===== config.mk =====
export PLATFORM = sky130hd
export DESIGN_NAME = led_matrix_digit_display_timer_top
export DESIGN_NICKNAME = d
export VERILOG_FILES = /design/src/sv/lmdt_pkg.sv /design/src/sv/led_matrix_digit_display_timer_top.sv
export SDC_FILE = /design/constraint.sdc
export NUM_CORES = 1
export LEC_CHECK = 0
export BUFFER_PORTS_ARGS = -buffer_cell sky130_fd_sc_hd__buf_2
export CAP_MARGIN = 20
export CORE_ASPECT_RATIO = 0.7
export CORE_MARGIN = 8
export CORE_UTILIZATION = 40
export CTS_BUF_LIST = sky130_fd_sc_hd__clkbuf_4
export DETAILED_ROUTE_END_ITERATION = 10
export PLACE_DENSITY = 0.56
export SETUP_SLACK_MARGIN = 0.2
export SYNTH_ARGS = -nofsm -noshare
export SYNTH_HDL_FRONTEND = slang
export SYNTH_SLANG_ARGS = --single-unit

===== constraint.sdc =====
create_clock -name clk -period 6.5 [get_ports clk]
set_clock_uncertainty 0.15 [all_clocks]
set_input_delay 0.325 -clock clk [delete_from_list [all_inputs] [get_ports clk]]
set_output_delay 0.325 -clock clk [all_outputs]
set_load 0.03 [all_outputs]

===== src/sv/lmdt_pkg.sv =====
package lmdt_pkg;

    // input request fields
    typedef struct packed {
        logic [1:0]  cmd;
        logic [7:0]  digit;
        logic [15:0] duration_ms;
        logic        flash;
        logic        power_ok;
        logic        lipo_detected;
    } in_item_t;

    // one controller register write
    typedef struct packed {
        logic [3:0] reg_addr;
        logic [7:0] reg_data;
        logic       last;
    } out_item_t;

    // command codes
    localparam logic [1:0] CMD_TICK  = 2'd0;
    localparam logic [1:0] CMD_SHOW  = 2'd1;
    localparam logic [1:0] CMD_INIT  = 2'd2;
    localparam logic [1:0] CMD_REARM = 2'd3;

    // configuration register indexes
    localparam logic [1:0] CFG_INTENSITY = 2'd0;
    localparam logic [1:0] CFG_BLINK     = 2'd1;
    localparam logic [1:0] CFG_REARM     = 2'd2;

    // controller register addresses
    localparam logic [3:0] ADDR_DECODE    = 4'h9;
    localparam logic [3:0] ADDR_INTENSITY = 4'hA;
    localparam logic [3:0] ADDR_SCAN      = 4'hB;
    localparam logic [3:0] ADDR_SHUTDOWN  = 4'hC;
    localparam logic [3:0] ADDR_TEST      = 4'hF;
    localparam logic [3:0] ADDR_ROW_LAST  = 4'h8;

    // positions in the write sequence; a row-only sequence starts at the glyph rows
    localparam logic [4:0] POS_SCAN       = 5'd0;
    localparam logic [4:0] POS_DECODE     = 5'd1;
    localparam logic [4:0] POS_SHUTDOWN   = 5'd2;
    localparam logic [4:0] POS_TEST       = 5'd3;
    localparam logic [4:0] POS_INTENSITY  = 5'd4;
    localparam logic [4:0] POS_ZERO_ROWS  = 5'd5;
    localparam logic [4:0] POS_GLYPH_ROWS = 5'd13;
    localparam logic [4:0] POS_LAST       = 5'd20;

    localparam int ROW_COUNT = 8;

    // font rom, row bits msb at the left
    localparam logic [7:0] FONT [16][ROW_COUNT] = '{
        '{8'h3C, 8'h66, 8'h66, 8'h66, 8'h66, 8'h66, 8'h66, 8'h3C},
        '{8'h0C, 8'h1C, 8'h3C, 8'h6C, 8'h0C, 8'h0C, 8'h0C, 8'h0C},
        '{8'h38, 8'h6C, 8'h06, 8'h06, 8'h0C, 8'h30, 8'h60, 8'h7E},
        '{8'h38, 8'h6C, 8'h06, 8'h0C, 8'h06, 8'h06, 8'h66, 8'h3C},
        '{8'h0C, 8'h1C, 8'h2C, 8'h2C, 8'h4C, 8'h7E, 8'h0C, 8'h0C},
        '{8'h3E, 8'h30, 8'h60, 8'h7C, 8'h06, 8'h06, 8'h66, 8'h3C},
        '{8'h3C, 8'h66, 8'h60, 8'h7C, 8'h66, 8'h66, 8'h66, 8'h3C},
        '{8'h7E, 8'h06, 8'h0C, 8'h0C, 8'h18, 8'h18, 8'h18, 8'h18},
        '{8'h3C, 8'h66, 8'h66, 8'h3C, 8'h66, 8'h66, 8'h66, 8'h3C},
        '{8'h3C, 8'h66, 8'h66, 8'h66, 8'h3E, 8'h06, 8'h66, 8'h3C},
        '{8'h7E, 8'hFF, 8'hFF, 8'hFF, 8'hFF, 8'hFF, 8'hFF, 8'h7E},
        '{8'h00, 8'h00, 8'h00, 8'h00, 8'h00, 8'h00, 8'h00, 8'h00},
        '{8'h00, 8'h00, 8'h00, 8'h00, 8'h00, 8'h00, 8'h00, 8'h00},
        '{8'h00, 8'h00, 8'h00, 8'h00, 8'h00, 8'h00, 8'h00, 8'h00},
        '{8'h00, 8'h00, 8'h00, 8'h00, 8'h00, 8'h00, 8'h00, 8'h00},
        '{8'h00, 8'h00, 8'h00, 8'h00, 8'h00, 8'h00, 8'h00, 8'h00}
    };

    // register write at a given sequence position
    function automatic out_item_t write_at(logic [4:0] pos, logic glyph_on,
                                           logic [3:0] glyph, logic [3:0] inten);
        out_item_t  w;
        logic [4:0] row;
        w.last     = (pos == POS_LAST);
        w.reg_addr = '0;
        w.reg_data = '0;
        row        = '0;
        case (pos)
            POS_SCAN:
            begin
                w.reg_addr = ADDR_SCAN;
                w.reg_data = 8'h07;
            end
            POS_DECODE:
            begin
                w.reg_addr = ADDR_DECODE;
            end
            POS_SHUTDOWN:
            begin
                w.reg_addr = ADDR_SHUTDOWN;
                w.reg_data = 8'h01;
            end
            POS_TEST:
            begin
                w.reg_addr = ADDR_TEST;
            end
            POS_INTENSITY:
            begin
                w.reg_addr = ADDR_INTENSITY;
                w.reg_data = {4'b0, inten};
            end
            default:
            begin
                if (pos < POS_GLYPH_ROWS)
                begin
                    row        = pos - POS_ZERO_ROWS;
                    w.reg_addr = row[3:0] + 4'd1;
                end
                else
                begin
                    row        = pos - POS_GLYPH_ROWS;
                    w.reg_addr = row[3:0] + 4'd1;
                    w.reg_data = glyph_on ? FONT[glyph][row[2:0]] : 8'h00;
                end
            end
        endcase
        return w;
    endfunction

endpackage


===== src/sv/led_matrix_digit_display_timer_top.sv =====
// channel | direction | handshake            | payload
// in      | request   | in_valid / in_ready  | in_data (in_item_t)
// out     | result    | out_valid / out_ready| out_data (out_item_t)
// cfg     | write     | cfg_wr_en            | cfg_index, cfg_data
// a request's state update is done at acceptance
// writes leave one per cycle while out_ready holds: 8 for a draw or blank, 21 for init, none otherwise
// a request with writes holds the input off until its last write enters the output register
// rst_n clears timers, blink state and configuration to their defaults
// a stalled output holds its write; the sequencer waits behind it
module led_matrix_digit_display_timer_top
    import lmdt_pkg::*;
#(
    parameter int GLYPH_COUNT = 11
)
(
    input  logic        clk,
    input  logic        rst_n,
    input  logic        in_valid,
    output logic        in_ready,
    input  in_item_t    in_data,
    output logic        out_valid,
    input  logic        out_ready,
    output out_item_t   out_data,
    input  logic        cfg_wr_en,
    input  logic [1:0]  cfg_index,
    input  logic [15:0] cfg_data
);

    localparam logic [8:0] GLYPH_LIMIT = 9'(GLYPH_COUNT);

    // configuration
    logic [3:0]  intensity_reg;
    logic [15:0] blink_period_reg;
    logic [15:0] rearm_timeout_reg;

    // timer state
    logic        to_active_reg, to_active_next;
    logic [15:0] to_elapsed_reg, to_elapsed_next;
    logic [15:0] to_limit_reg, to_limit_next;
    logic        bl_active_reg, bl_active_next;
    logic [15:0] bl_elapsed_reg, bl_elapsed_next;
    logic        bl_shown_reg, bl_shown_next;
    logic [3:0]  bl_glyph_reg, bl_glyph_next;

    // write sequencer
    logic        job_valid_reg;
    logic [4:0]  job_pos_reg;
    logic        job_glyph_on_reg;
    logic [3:0]  job_glyph_reg;
    logic        out_valid_reg;
    out_item_t   out_reg;

    logic        accept;
    logic        advance;
    logic        new_job;
    logic [4:0]  new_pos;
    logic        new_glyph_on;
    logic [3:0]  new_glyph;
    logic [15:0] to_inc;
    logic [15:0] bl_inc;
    logic        show_ok;

    assign advance   = job_valid_reg && (!out_valid_reg || out_ready);
    assign in_ready  = !job_valid_reg || (advance && job_pos_reg == POS_LAST);
    assign accept    = in_valid && in_ready;
    assign out_valid = out_valid_reg;
    assign out_data  = out_reg;

    assign to_inc  = (to_active_reg && to_elapsed_reg != 16'hFFFF) ?
                     to_elapsed_reg + 16'd1 : to_elapsed_reg;
    assign bl_inc  = (bl_active_reg && bl_elapsed_reg != 16'hFFFF) ?
                     bl_elapsed_reg + 16'd1 : bl_elapsed_reg;
    assign show_ok = ({1'b0, in_data.digit} < GLYPH_LIMIT) && in_data.power_ok
                     && in_data.lipo_detected;

    // command decode and timer update
    always_comb
    begin
        to_active_next  = to_active_reg;
        to_elapsed_next = to_elapsed_reg;
        to_limit_next   = to_limit_reg;
        bl_active_next  = bl_active_reg;
        bl_elapsed_next = bl_elapsed_reg;
        bl_shown_next   = bl_shown_reg;
        bl_glyph_next   = bl_glyph_reg;
        new_job         = 1'b0;
        new_pos         = POS_GLYPH_ROWS;
        new_glyph_on    = 1'b0;
        new_glyph       = '0;
        case (in_data.cmd)
            CMD_TICK:
            begin
                if (!in_data.power_ok || (to_active_reg && to_inc >= to_limit_reg))
                begin
                    to_active_next  = 1'b0;
                    to_elapsed_next = '0;
                    bl_active_next  = 1'b0;
                    bl_elapsed_next = '0;
                    new_job         = 1'b1;
                end
                else
                begin
                    to_elapsed_next = to_inc;
                    bl_elapsed_next = bl_inc;
                    if (bl_active_reg && bl_inc >= blink_period_reg)
                    begin
                        bl_elapsed_next = '0;
                        bl_shown_next   = !bl_shown_reg;
                        if (bl_shown_reg)
                        begin
                            new_job = 1'b1;
                        end
                        else if (({5'b0, bl_glyph_reg} < GLYPH_LIMIT)
                                 && in_data.lipo_detected)
                        begin
                            new_job      = 1'b1;
                            new_glyph_on = 1'b1;
                            new_glyph    = bl_glyph_reg;
                        end
                    end
                end
            end
            CMD_SHOW:
            begin
                to_active_next  = 1'b0;
                to_elapsed_next = '0;
                bl_active_next  = 1'b0;
                bl_elapsed_next = '0;
                new_job         = 1'b1;
                if (show_ok)
                begin
                    new_glyph_on   = 1'b1;
                    new_glyph      = in_data.digit[3:0];
                    to_limit_next  = in_data.duration_ms;
                    to_active_next = (in_data.duration_ms != 16'd0);
                    if (in_data.flash)
                    begin
                        bl_active_next = 1'b1;
                        bl_glyph_next  = in_data.digit[3:0];
                        bl_shown_next  = 1'b1;
                    end
                end
            end
            CMD_INIT:
            begin
                to_active_next  = 1'b0;
                to_elapsed_next = '0;
                bl_active_next  = 1'b0;
                bl_elapsed_next = '0;
                new_job         = 1'b1;
                new_pos         = POS_SCAN;
            end
            default:
            begin
                to_limit_next   = rearm_timeout_reg;
                to_active_next  = 1'b1;
                to_elapsed_next = '0;
            end
        endcase
    end

    // configuration writes
    always_ff @(posedge clk or negedge rst_n)
    begin
        if (!rst_n)
        begin
            intensity_reg     <= 4'd15;
            blink_period_reg  <= 16'd500;
            rearm_timeout_reg <= 16'd5000;
        end
        else if (cfg_wr_en)
        begin
            case (cfg_index)
                CFG_INTENSITY: intensity_reg     <= cfg_data[3:0];
                CFG_BLINK:     blink_period_reg  <= cfg_data;
                CFG_REARM:     rearm_timeout_reg <= cfg_data;
                default:       ;
            endcase
        end
    end

    // timer state registers
    always_ff @(posedge clk or negedge rst_n)
    begin
        if (!rst_n)
        begin
            to_active_reg  <= 1'b0;
            to_elapsed_reg <= '0;
            to_limit_reg   <= '0;
            bl_active_reg  <= 1'b0;
            bl_elapsed_reg <= '0;
            bl_shown_reg   <= 1'b0;
            bl_glyph_reg   <= '0;
        end
        else if (accept)
        begin
            to_active_reg  <= to_active_next;
            to_elapsed_reg <= to_elapsed_next;
            to_limit_reg   <= to_limit_next;
            bl_active_reg  <= bl_active_next;
            bl_elapsed_reg <= bl_elapsed_next;
            bl_shown_reg   <= bl_shown_next;
            bl_glyph_reg   <= bl_glyph_next;
        end
    end

    // sequencer control
    always_ff @(posedge clk or negedge rst_n)
    begin
        if (!rst_n)
        begin
            job_valid_reg <= 1'b0;
            job_pos_reg   <= '0;
            out_valid_reg <= 1'b0;
        end
        else
        begin
            if (advance)
            begin
                out_valid_reg <= 1'b1;
            end
            else if (out_ready)
            begin
                out_valid_reg <= 1'b0;
            end
            // a new sequence starts as the previous one hands over its last write
            if (accept && new_job)
            begin
                job_valid_reg <= 1'b1;
                job_pos_reg   <= new_pos;
            end
            else if (advance)
            begin
                job_pos_reg <= job_pos_reg + 5'd1;
                if (job_pos_reg == POS_LAST)
                begin
                    job_valid_reg <= 1'b0;
                end
            end
        end
    end

    // sequencer payload
    always_ff @(posedge clk)
    begin
        if (accept && new_job)
        begin
            job_glyph_on_reg <= new_glyph_on;
            job_glyph_reg    <= new_glyph;
        end
        if (advance)
        begin
            out_reg <= write_at(job_pos_reg, job_glyph_on_reg, job_glyph_reg,
                                intensity_reg);
        end
    end

endmodule


==> results of run 1 <==
-- repair_timing --
item | in CTS | in global routing
setup buffers | 0 | 0
hold endpoints to repair | 101 | 0
hold buffers | 39 | 0
setup endpoints to repair | 0 | 0
-- layout make-up --
cell class                 instances  area [um^2]  share of cell area
clock buffer                      18          135              0.0156
clock inverter                    14          174              0.0200
inverter                          51          191              0.0221
multi-input combinational        569         4100               0.472
sequential                       116         3010               0.347
tap                              236          295              0.0340
timing repair buffer             109          771              0.0888
-- worst reg2reg max path, stage by stage (launching register included) --
cell and delay (ps):
dfrtp_1 440, ha_1 200, nand2_1 170, or4_1 600, o21ai_2 340, mux2_2 400
ha_1 270, a2111oi_0 480, nor4b_1 140, o31a_2 420, nor3_2 850, a31o_2 270
a21o_1 110
-- layout by cell type, fill, tap and decap left out, types with 8 or more instances in the layout --
| cell type | n |
|---|---|
| edfxtp_1 | 18 |
| and3_1 | 11 |
| nand3_1 | 25 |
| nor2_1 | 38 |
| dfrtp_1 | 83 |
| a21oi_1 | 43 |
| nand4_1 | 15 |
| nand2_1 | 69 |
| clkbuf_4 | 18 |
| inv_1 | 51 |
| xor2_1 | 13 |
| nor3_1 | 15 |
| mux2_2 | 42 |
| mux2i_1 | 23 |
| dlygate4sd3_1 | 39 |
| xnor2_1 | 22 |
| dfstp_2 | 15 |
| a32o_1 | 10 |
| nor4_1 | 11 |
| buf_2 | 65 |
| o31ai_1 | 10 |
| o22ai_1 | 8 |
| nand2b_1 | 11 |
| ha_1 | 53 |
| o21ai_0 | 44 |
-- power breakdown --
group / internal (W) / switching, W / leakage (nW)
sequential: 0.000941 / 0.000122 / 1.40
combinational: 0.000444 / 0.000712 / 2.29
clock: 0.000276 / 0.000308 / 0.168
-- through the flow --
step,cell area (um^2),total power [W],cells,hold slack [ps],worst slack [ps]
2_1_floorplan,7440,0.00189,769,-121,2480
3_3_place_gp,7950,0.00218,1041,172,1840
3_5_place_dp,7950,0.00220,1041,185,1660
4_1_cts,8650,0.00281,1112,20.3,1620
5_1_grt,8680,0.00300,1113,51.4,1360
6_report,8680,0.00280,1113,79.1,1610
-- how the worst min path moves through the flow --
| stage | startpoint | endpoint | slack [ps] | cells past startpoint |
|---|---|---|---|---|
| 2_1_floorplan | rst_n | bl_active_reg | -120 | 0 |
| 3_3_place_gp | rst_n | rearm_timeout_reg[6] | 170 | 1 |
| 3_5_place_dp | rst_n | rearm_timeout_reg[6] | 180 | 1 |
| 4_1_cts | cfg_index[0] | intensity_reg[2] | 20 | 3 |
| 5_1_grt | cfg_index[0] | intensity_reg[3] | 50 | 3 |
| 6_report | cfg_index[0] | intensity_reg[3] | 80 | 3 |
-- metal layers --
metal	vias to the layer above	share of wire
li1	2984	-
met2	219	0.43
met4	0	0.014
met1	2956	0.49
met3	24	0.069
met5	-	0
-- kinds of logic (layout without fill, tap and decap cells) --
family | Yosys count | in the layout | synth area share
AOI/OAI and AO/OA | 178 | 178 | 0.160
xor gates and xnor gates | 35 | 35 | 0.0412
adders and majority gates | 53 | 53 | 0.0891
buffers and inverters | 84 | 192 | 0.0449
DFF | 116 | 116 | 0.405
muxes | 66 | 66 | 0.0975
and+or+nand+nor | 237 | 237 | 0.163
==> out/qor.csv, run 1 <==
stage;metric;value;unit
run_status;outcome;complete, no violations;
synthesis;ys.warnings.count;0;
cts;ctsResizeCount;0;
synthesis;yosys.area.top_type_share;0.279;
place;gp_congestion;0.901;
worst_setup_path;critical_path_buf_inv_count;0;
routing;wirelength;19.5;mm
routing;drt-vias-per-instance;5.56;
synthesis;synth_top_cell_by_area;dfrtp_1;
worst_setup_path;cp.depth;12;
sta;fin_crit;4890;ps
floorplan;io_pins;67;
worst_setup_path;cpMostUsedCell;ha_1;
cts;cts_sinks;116;
synthesis;synthesis.nets;874;
power;power_leakage;3.86;nW
cts;htreeDepth;4;
worst_setup_path;critPathSlowestCell;nor3_2;
worst_setup_path;crit_required;6840;ps
synthesis;synth_area_leaders;dfrtp_1, ha_1, edfxtp_1;
cells_and_area;area_delta_synth_final;16.6;%
hold_path;holdCritPathClass;input port to flip-flop;
cells_and_area;n_fill_cell;1674;
power;max-vdd-ir-drop;0.201;mV
synthesis;async_flop_share;0.845;
worst_setup_path;crit_type;flip-flop to flip-flop;
routing;dr.pass1.iters;5;
synthesis;syn_inst;769;
routing;wl_per_cell;17.5;um
global_routing;use_met2;0.252;
sta;fin_tns_setup;0;ps
worst_setup_path;cp_max_fo;15;
cells_and_area;fin_nets;969;
sta;tightest_slew;1060;ps
cells_and_area;final_core_util;0.479;
synthesis;ys_types;68;
sta;maxSlewHeadroom;0.288;
floorplan;die_w;179;um
synthesis;synth_common_cells;dfrtp_1, nand2_1, ha_1;
synthesis;yosysMostFrequentCell;dfrtp_1;
synthesis;synth-seq-cells;116;
worst_setup_path;critPathCaptureType;flip-flop;
floorplan;dieArea;23300;um^2
cts;cts_buffers;17;
routing;vias;6183;
global_routing;grt_use_met1;0.248;
sta;rsz0062_at_grt;false;
synthesis;synth_seq_area_share;0.405;
worst_setup_path;r2r_setup_slack;1610;ps
routing;drt.antenna.violating_nets;0;
global_routing;top_usage_layer;met2;
worst_setup_path;critical_path.endpoint;bl_elapsed_reg[11];
worst_setup_path;path_cells;ha_1 -> nand2_1 -> or4_1 -> o21ai_2 -> mux2_2 -> ha_1 -> a2111oi_0 -> nor4b_1 -> o31a_2 -> nor3_2 -> a31o_2 -> a21o_1;
cts;tritoncts;yes;
cells_and_area;diodes;0;
run;cap_violations;0;
worst_setup_path;startpoint;bl_elapsed_reg[0];
worst_setup_path;arrival;5230;ps
place;dpl.hpwl;14.2;mm
worst_setup_path;rr_endpoint;bl_elapsed_reg[11];
worst_setup_path;slowest_delay;840;ps
floorplan;std_cell_rows;41;
worst_setup_path;critical-path-top-delay-family;simple AND/OR/NAND/NOR gates;
cts;cts.clk_slew.worst_paths;110;ps
synthesis;ys.flop_type;dfrtp_1;
global_routing;grt_pass1_vias;5912;
global_routing;antenna_found_initial;0;
synthesis;syn_area_per_cell;9.68;um^2
worst_setup_path;worstReg2RegStart;bl_elapsed_reg[0];
routing;drc;0;
floorplan;initial_core_util;0.411;
worst_setup_path;crit_path_start_kind;flip-flop;
global_routing;grt_pass1_wl;31.4;mm
global_routing;use_met3;0.0320;
synthesis;synth_edf_count;18;
power;power.density;323;nW/um^2
cts;cts_buffer_depth;2;
worst_setup_path;r2r_cells;12;
sta;period_share;0.753;
cts;clk_latency;550;ps
global_routing;grt_use_total;0.171;
global_routing;grt_overflow;0;
sta;slew_violations;0;
sta;timing.fmax;204;MHz
sta;hold_viol_final;0;
global_routing;grt_max_degree;60;
routing;drt_first_iter_violations;511;
floorplan;core_area;18100;um^2
synthesis;syn-cell-area;7440;um^2
sta;setup_viol;0;
floorplan;die_h;130;um
cts;clockRootBuffer;clkbuf_4;
place;io_buffers;66;
cells_and_area;layout-drive-gt1-share;0.204;
Note: power is estimated with default switching activity, not from simulation.
==> run 2: changes to the inputs <==
- ABC_AREA: not set -> 1
- PLACE_DENSITY: 0.56 -> 0.59
- clock period: 6.5 -> 4.3 ns (I/O delays scaled with it)
==> out/qor.csv, run 2 <==
stage;metric;value;unit;change
place;gp_congestion;0.909;;was 0.901
worst_setup_path;cpMostUsedCell;nand2_1;;was ha_1
synthesis;yosys.area.top_type_share;0.277;;was 0.279
cells_and_area;area_delta_synth_final;20.1;%;was 16.6%
sta;fin_crit;3820;ps;was 4890 ps
place;io_buffers;66;;unchanged
worst_setup_path;crit_required;4640;ps;was 6840 ps
floorplan;core_area;18700;um^2;was 18100 um^2
hold_path;holdCritPathClass;input port to flip-flop;;unchanged
sta;hold_viol_final;0;;unchanged
synthesis;syn_inst;945;;was 769
worst_setup_path;arrival;4170;ps;was 5230 ps
cells_and_area;layoutNonFillerInstCount;1325;;was 1113
worst_setup_path;cp_max_fo;4;;was 15
synthesis;synth_seq_area_share;0.401;;was 0.405
worst_setup_path;critical_path_buf_inv_count;4;;was 0
sta;period_share;0.889;;was 0.753
sta;slew_violations;0;;unchanged
global_routing;grt_pass1_wl;32.1;mm;was 31.4 mm
worst_setup_path;critPathSlowestCell;dlygate4sd3_1;;was nor3_2
routing;drt_first_iter_violations;430;;was 511
global_routing;grt_use_met1;0.246;;was 0.248
floorplan;dieArea;23500;um^2;was 23300 um^2
synthesis;yosysMostFrequentCell;nand2_1;;was dfrtp_1
cts;htreeDepth;4;;unchanged
floorplan;die_w;180;um;was 179 um
floorplan;die_h;131;um;was 130 um
floorplan;std_cell_rows;42;;was 41
worst_setup_path;critical-path-top-delay-family;simple AND/OR/NAND/NOR gates;;unchanged
global_routing;use_met3;0.0428;;was 0.0320
global_routing;grt_max_degree;76;;was 60
cts;cts_buffers;17;;unchanged
synthesis;syn-cell-area;7500;um^2;was 7440 um^2
synthesis;synth_top_cell_by_area;dfrtp_1;;unchanged
cts;clk_latency;560;ps;was 550 ps
global_routing;top_usage_layer;met2;;unchanged
routing;dr.pass1.iters;6;;was 5
cts;cts_sinks;116;;unchanged
worst_setup_path;path_cells;ha_1 -> nand3_1 -> nor2_1 -> a21oi_2 -> nand2_2 -> nor2_4 -> nand3_2 -> nor2_2 -> xor2_1 -> inv_1 -> ha_4 -> nand2_1 -> nor3_1 -> nand2_1 -> nand2_1 -> nand2_1 -> nand2_1 -> inv_2 -> nand2_4 -> nand2_1 -> inv_2 -> nand3_1 -> dlygate4sd3_1 -> nand2_1;;was ha_1 -> nand2_1 -> or4_1 -> o21ai_2 -> mux2_2 -> ha_1 -> a2111oi_0 -> nor4b_1 -> o31a_2 -> nor3_2 -> a31o_2 -> a21o_1
power;power.density;542;nW/um^2;was 323 nW/um^2
global_routing;use_met2;0.247;;was 0.252
cts;cts.clk_slew.worst_paths;110;ps;about the same
synthesis;synthesis.nets;1050;;was 874
cts;cts_buffer_depth;2;;unchanged
sta;rsz0062_at_grt;false;;unchanged
run;cap_violations;0;;unchanged
place;dp_cells;1235;;was 1041
routing;drt.antenna.violating_nets;0;;unchanged
synthesis;synth_edf_count;18;;unchanged
sta;fin_tns_setup;0;ps;unchanged
routing;wirelength;19.5;mm;about the same
synthesis;synth_common_cells;nand2_1, inv_1, o21ai_0;;was dfrtp_1, nand2_1, ha_1
floorplan;initial_core_util;0.402;;was 0.411
cells_and_area;fin_nets;1174;;was 969
synthesis;ys.flop_type;dfrtp_1;;unchanged
sta;layout_setup_ws;476;ps;was 1610 ps
cts;tritoncts;yes;;unchanged
cells_and_area;layout-drive-gt1-share;0.175;;was 0.204
run_status;outcome;complete, no violations;;unchanged
synthesis;ys.warnings.count;0;;unchanged
global_routing;grt_pass1_vias;6242;;was 5912
place;dp_slack;312;ps;was 1660 ps
synthesis;ys_types;51;;was 68
worst_setup_path;crit_type;flip-flop to flip-flop;;unchanged
synthesis;syn_area_per_cell;7.94;um^2;was 9.68 um^2
routing;drc;0;;unchanged
floorplan;io_pins;67;;unchanged
sta;maxSlewHeadroom;0.343;;was 0.288
worst_setup_path;slowest_delay;560;ps;was 840 ps
worst_setup_path;critPathCaptureType;flip-flop;;unchanged
sta;tightest_slew;986;ps;was 1060 ps
sta;timing.fmax;262;MHz;was 204 MHz
routing;drt-vias-per-instance;4.90;;was 5.56
cells_and_area;n_fill_cell;1775;;was 1674
cts;clockRootBuffer;clkbuf_4;;unchanged
global_routing;antenna_found_initial;1;;was 0
power;max-vdd-ir-drop;0.182;mV;was 0.201 mV
sta;setup_viol;0;;unchanged
worst_setup_path;crit_path_start_kind;flip-flop;;unchanged
routing;vias;6494;;was 6183
synthesis;async_flop_share;0.845;;unchanged
synthesis;synth_area_leaders;dfrtp_1, nand2_1, ha_1;;was dfrtp_1, ha_1, edfxtp_1
global_routing;grt_overflow;0;;unchanged
global_routing;grt_use_total;0.171;;about the same
place;dpl.hpwl;14.1;mm;was 14.2 mm
routing;wl_per_cell;14.7;um;was 17.5 um
cells_and_area;layout_commonest_cell;nand2_1;;was dfrtp_1
worst_setup_path;r2r_setup_slack;480;ps;was 1610 ps
cells_and_area;layout_common_cells;nand2_1, inv_1, o21ai_0, dfrtp_1, buf_2;;was dfrtp_1, nand2_1, buf_2
synthesis;synth-seq-cells;116;;unchanged
power;power_leakage;4.53;nW;was 3.86 nW
run 2: worst paths after layout:
check / to / start / depth (start not counted)
hold / removal: to_elapsed_reg[1] / in_valid / 5
setup / recovery: bl_active_reg / to_elapsed_reg[0] / 24
min in group asynchronous: rearm_timeout_reg[6] / rst_n / 2
max in group asynchronous: intensity_reg[0] / rst_n / 3
setup reg to reg: bl_active_reg / to_elapsed_reg[0] / 24
hold reg to reg: blink_period_reg[2] / blink_period_reg[2] / 2
run 2: power by group:
group / switching [W] / internal (W)
Combinational: 0.00148 / 0.000876
Sequential: 0.000223 / 0.00149
Clock: 0.000455 / 0.000356
Total: 0.00216 / 0.00272
run 2: cell type report:
class                      count  area, um^2  area share
tap                          242         303      0.0336
sequential                   116        3010       0.334
clock inverter                13         135      0.0150
timing repair buffer         129         952       0.106
multi-input combinational    626        3790       0.421
clock buffer                  19         143      0.0158
inverter                     179         672      0.0746
antenna                        1        2.50    0.000278
run 2: worst min-delay path: cells and delay by family:
family                 cells  cell delay, ps
AO/OA/AOI/OAI              1              70
buffers and inverters      2             230
AND/OR/NAND/NOR            2             180
run 2: metal layers:
layer  part of all wire  wire [um]  vias to the layer above
met4              0.019        369                        0
met1               0.52      10200                     2937
met5                  0          0                        -
met3              0.052       1010                       32
li1                   -          -                     3344
met2               0.41       7930                      181
run 2: cell families after synthesis:
group / after synthesis / synth area share
compound gates: 199 / 0.163
xor+xnor: 34 / 0.0422
fa+ha+maj: 53 / 0.0884
buf+inv: 203 / 0.107
flops: 116 / 0.401
simple gates: 340 / 0.198
run 2: metrics by stage:
stage | hold WS, ps | util | area (um^2) | total power (W)
after floorplan | -231 | - | 7500 | 0.00339
after global placement | 297 | 0.432 | 8050 | 0.00397
after detailed placement | 287 | 0.432 | 8050 | 0.00395
after CTS | 6.73 | 0.471 | 8790 | 0.00481
after global routing | 2.90 | 0.483 | 9010 | 0.00532
final | 42.0 | 0.483 | 9010 | 0.00488
run 2: timing repair:
action / CTS / global route
setup endpoints to repair: 0 / 32
endpoints found under the hold margin: 128 / 2
gates resized for setup: 0 / 29
hold buffers: 46 / 2
setup buffers: 0 / 6
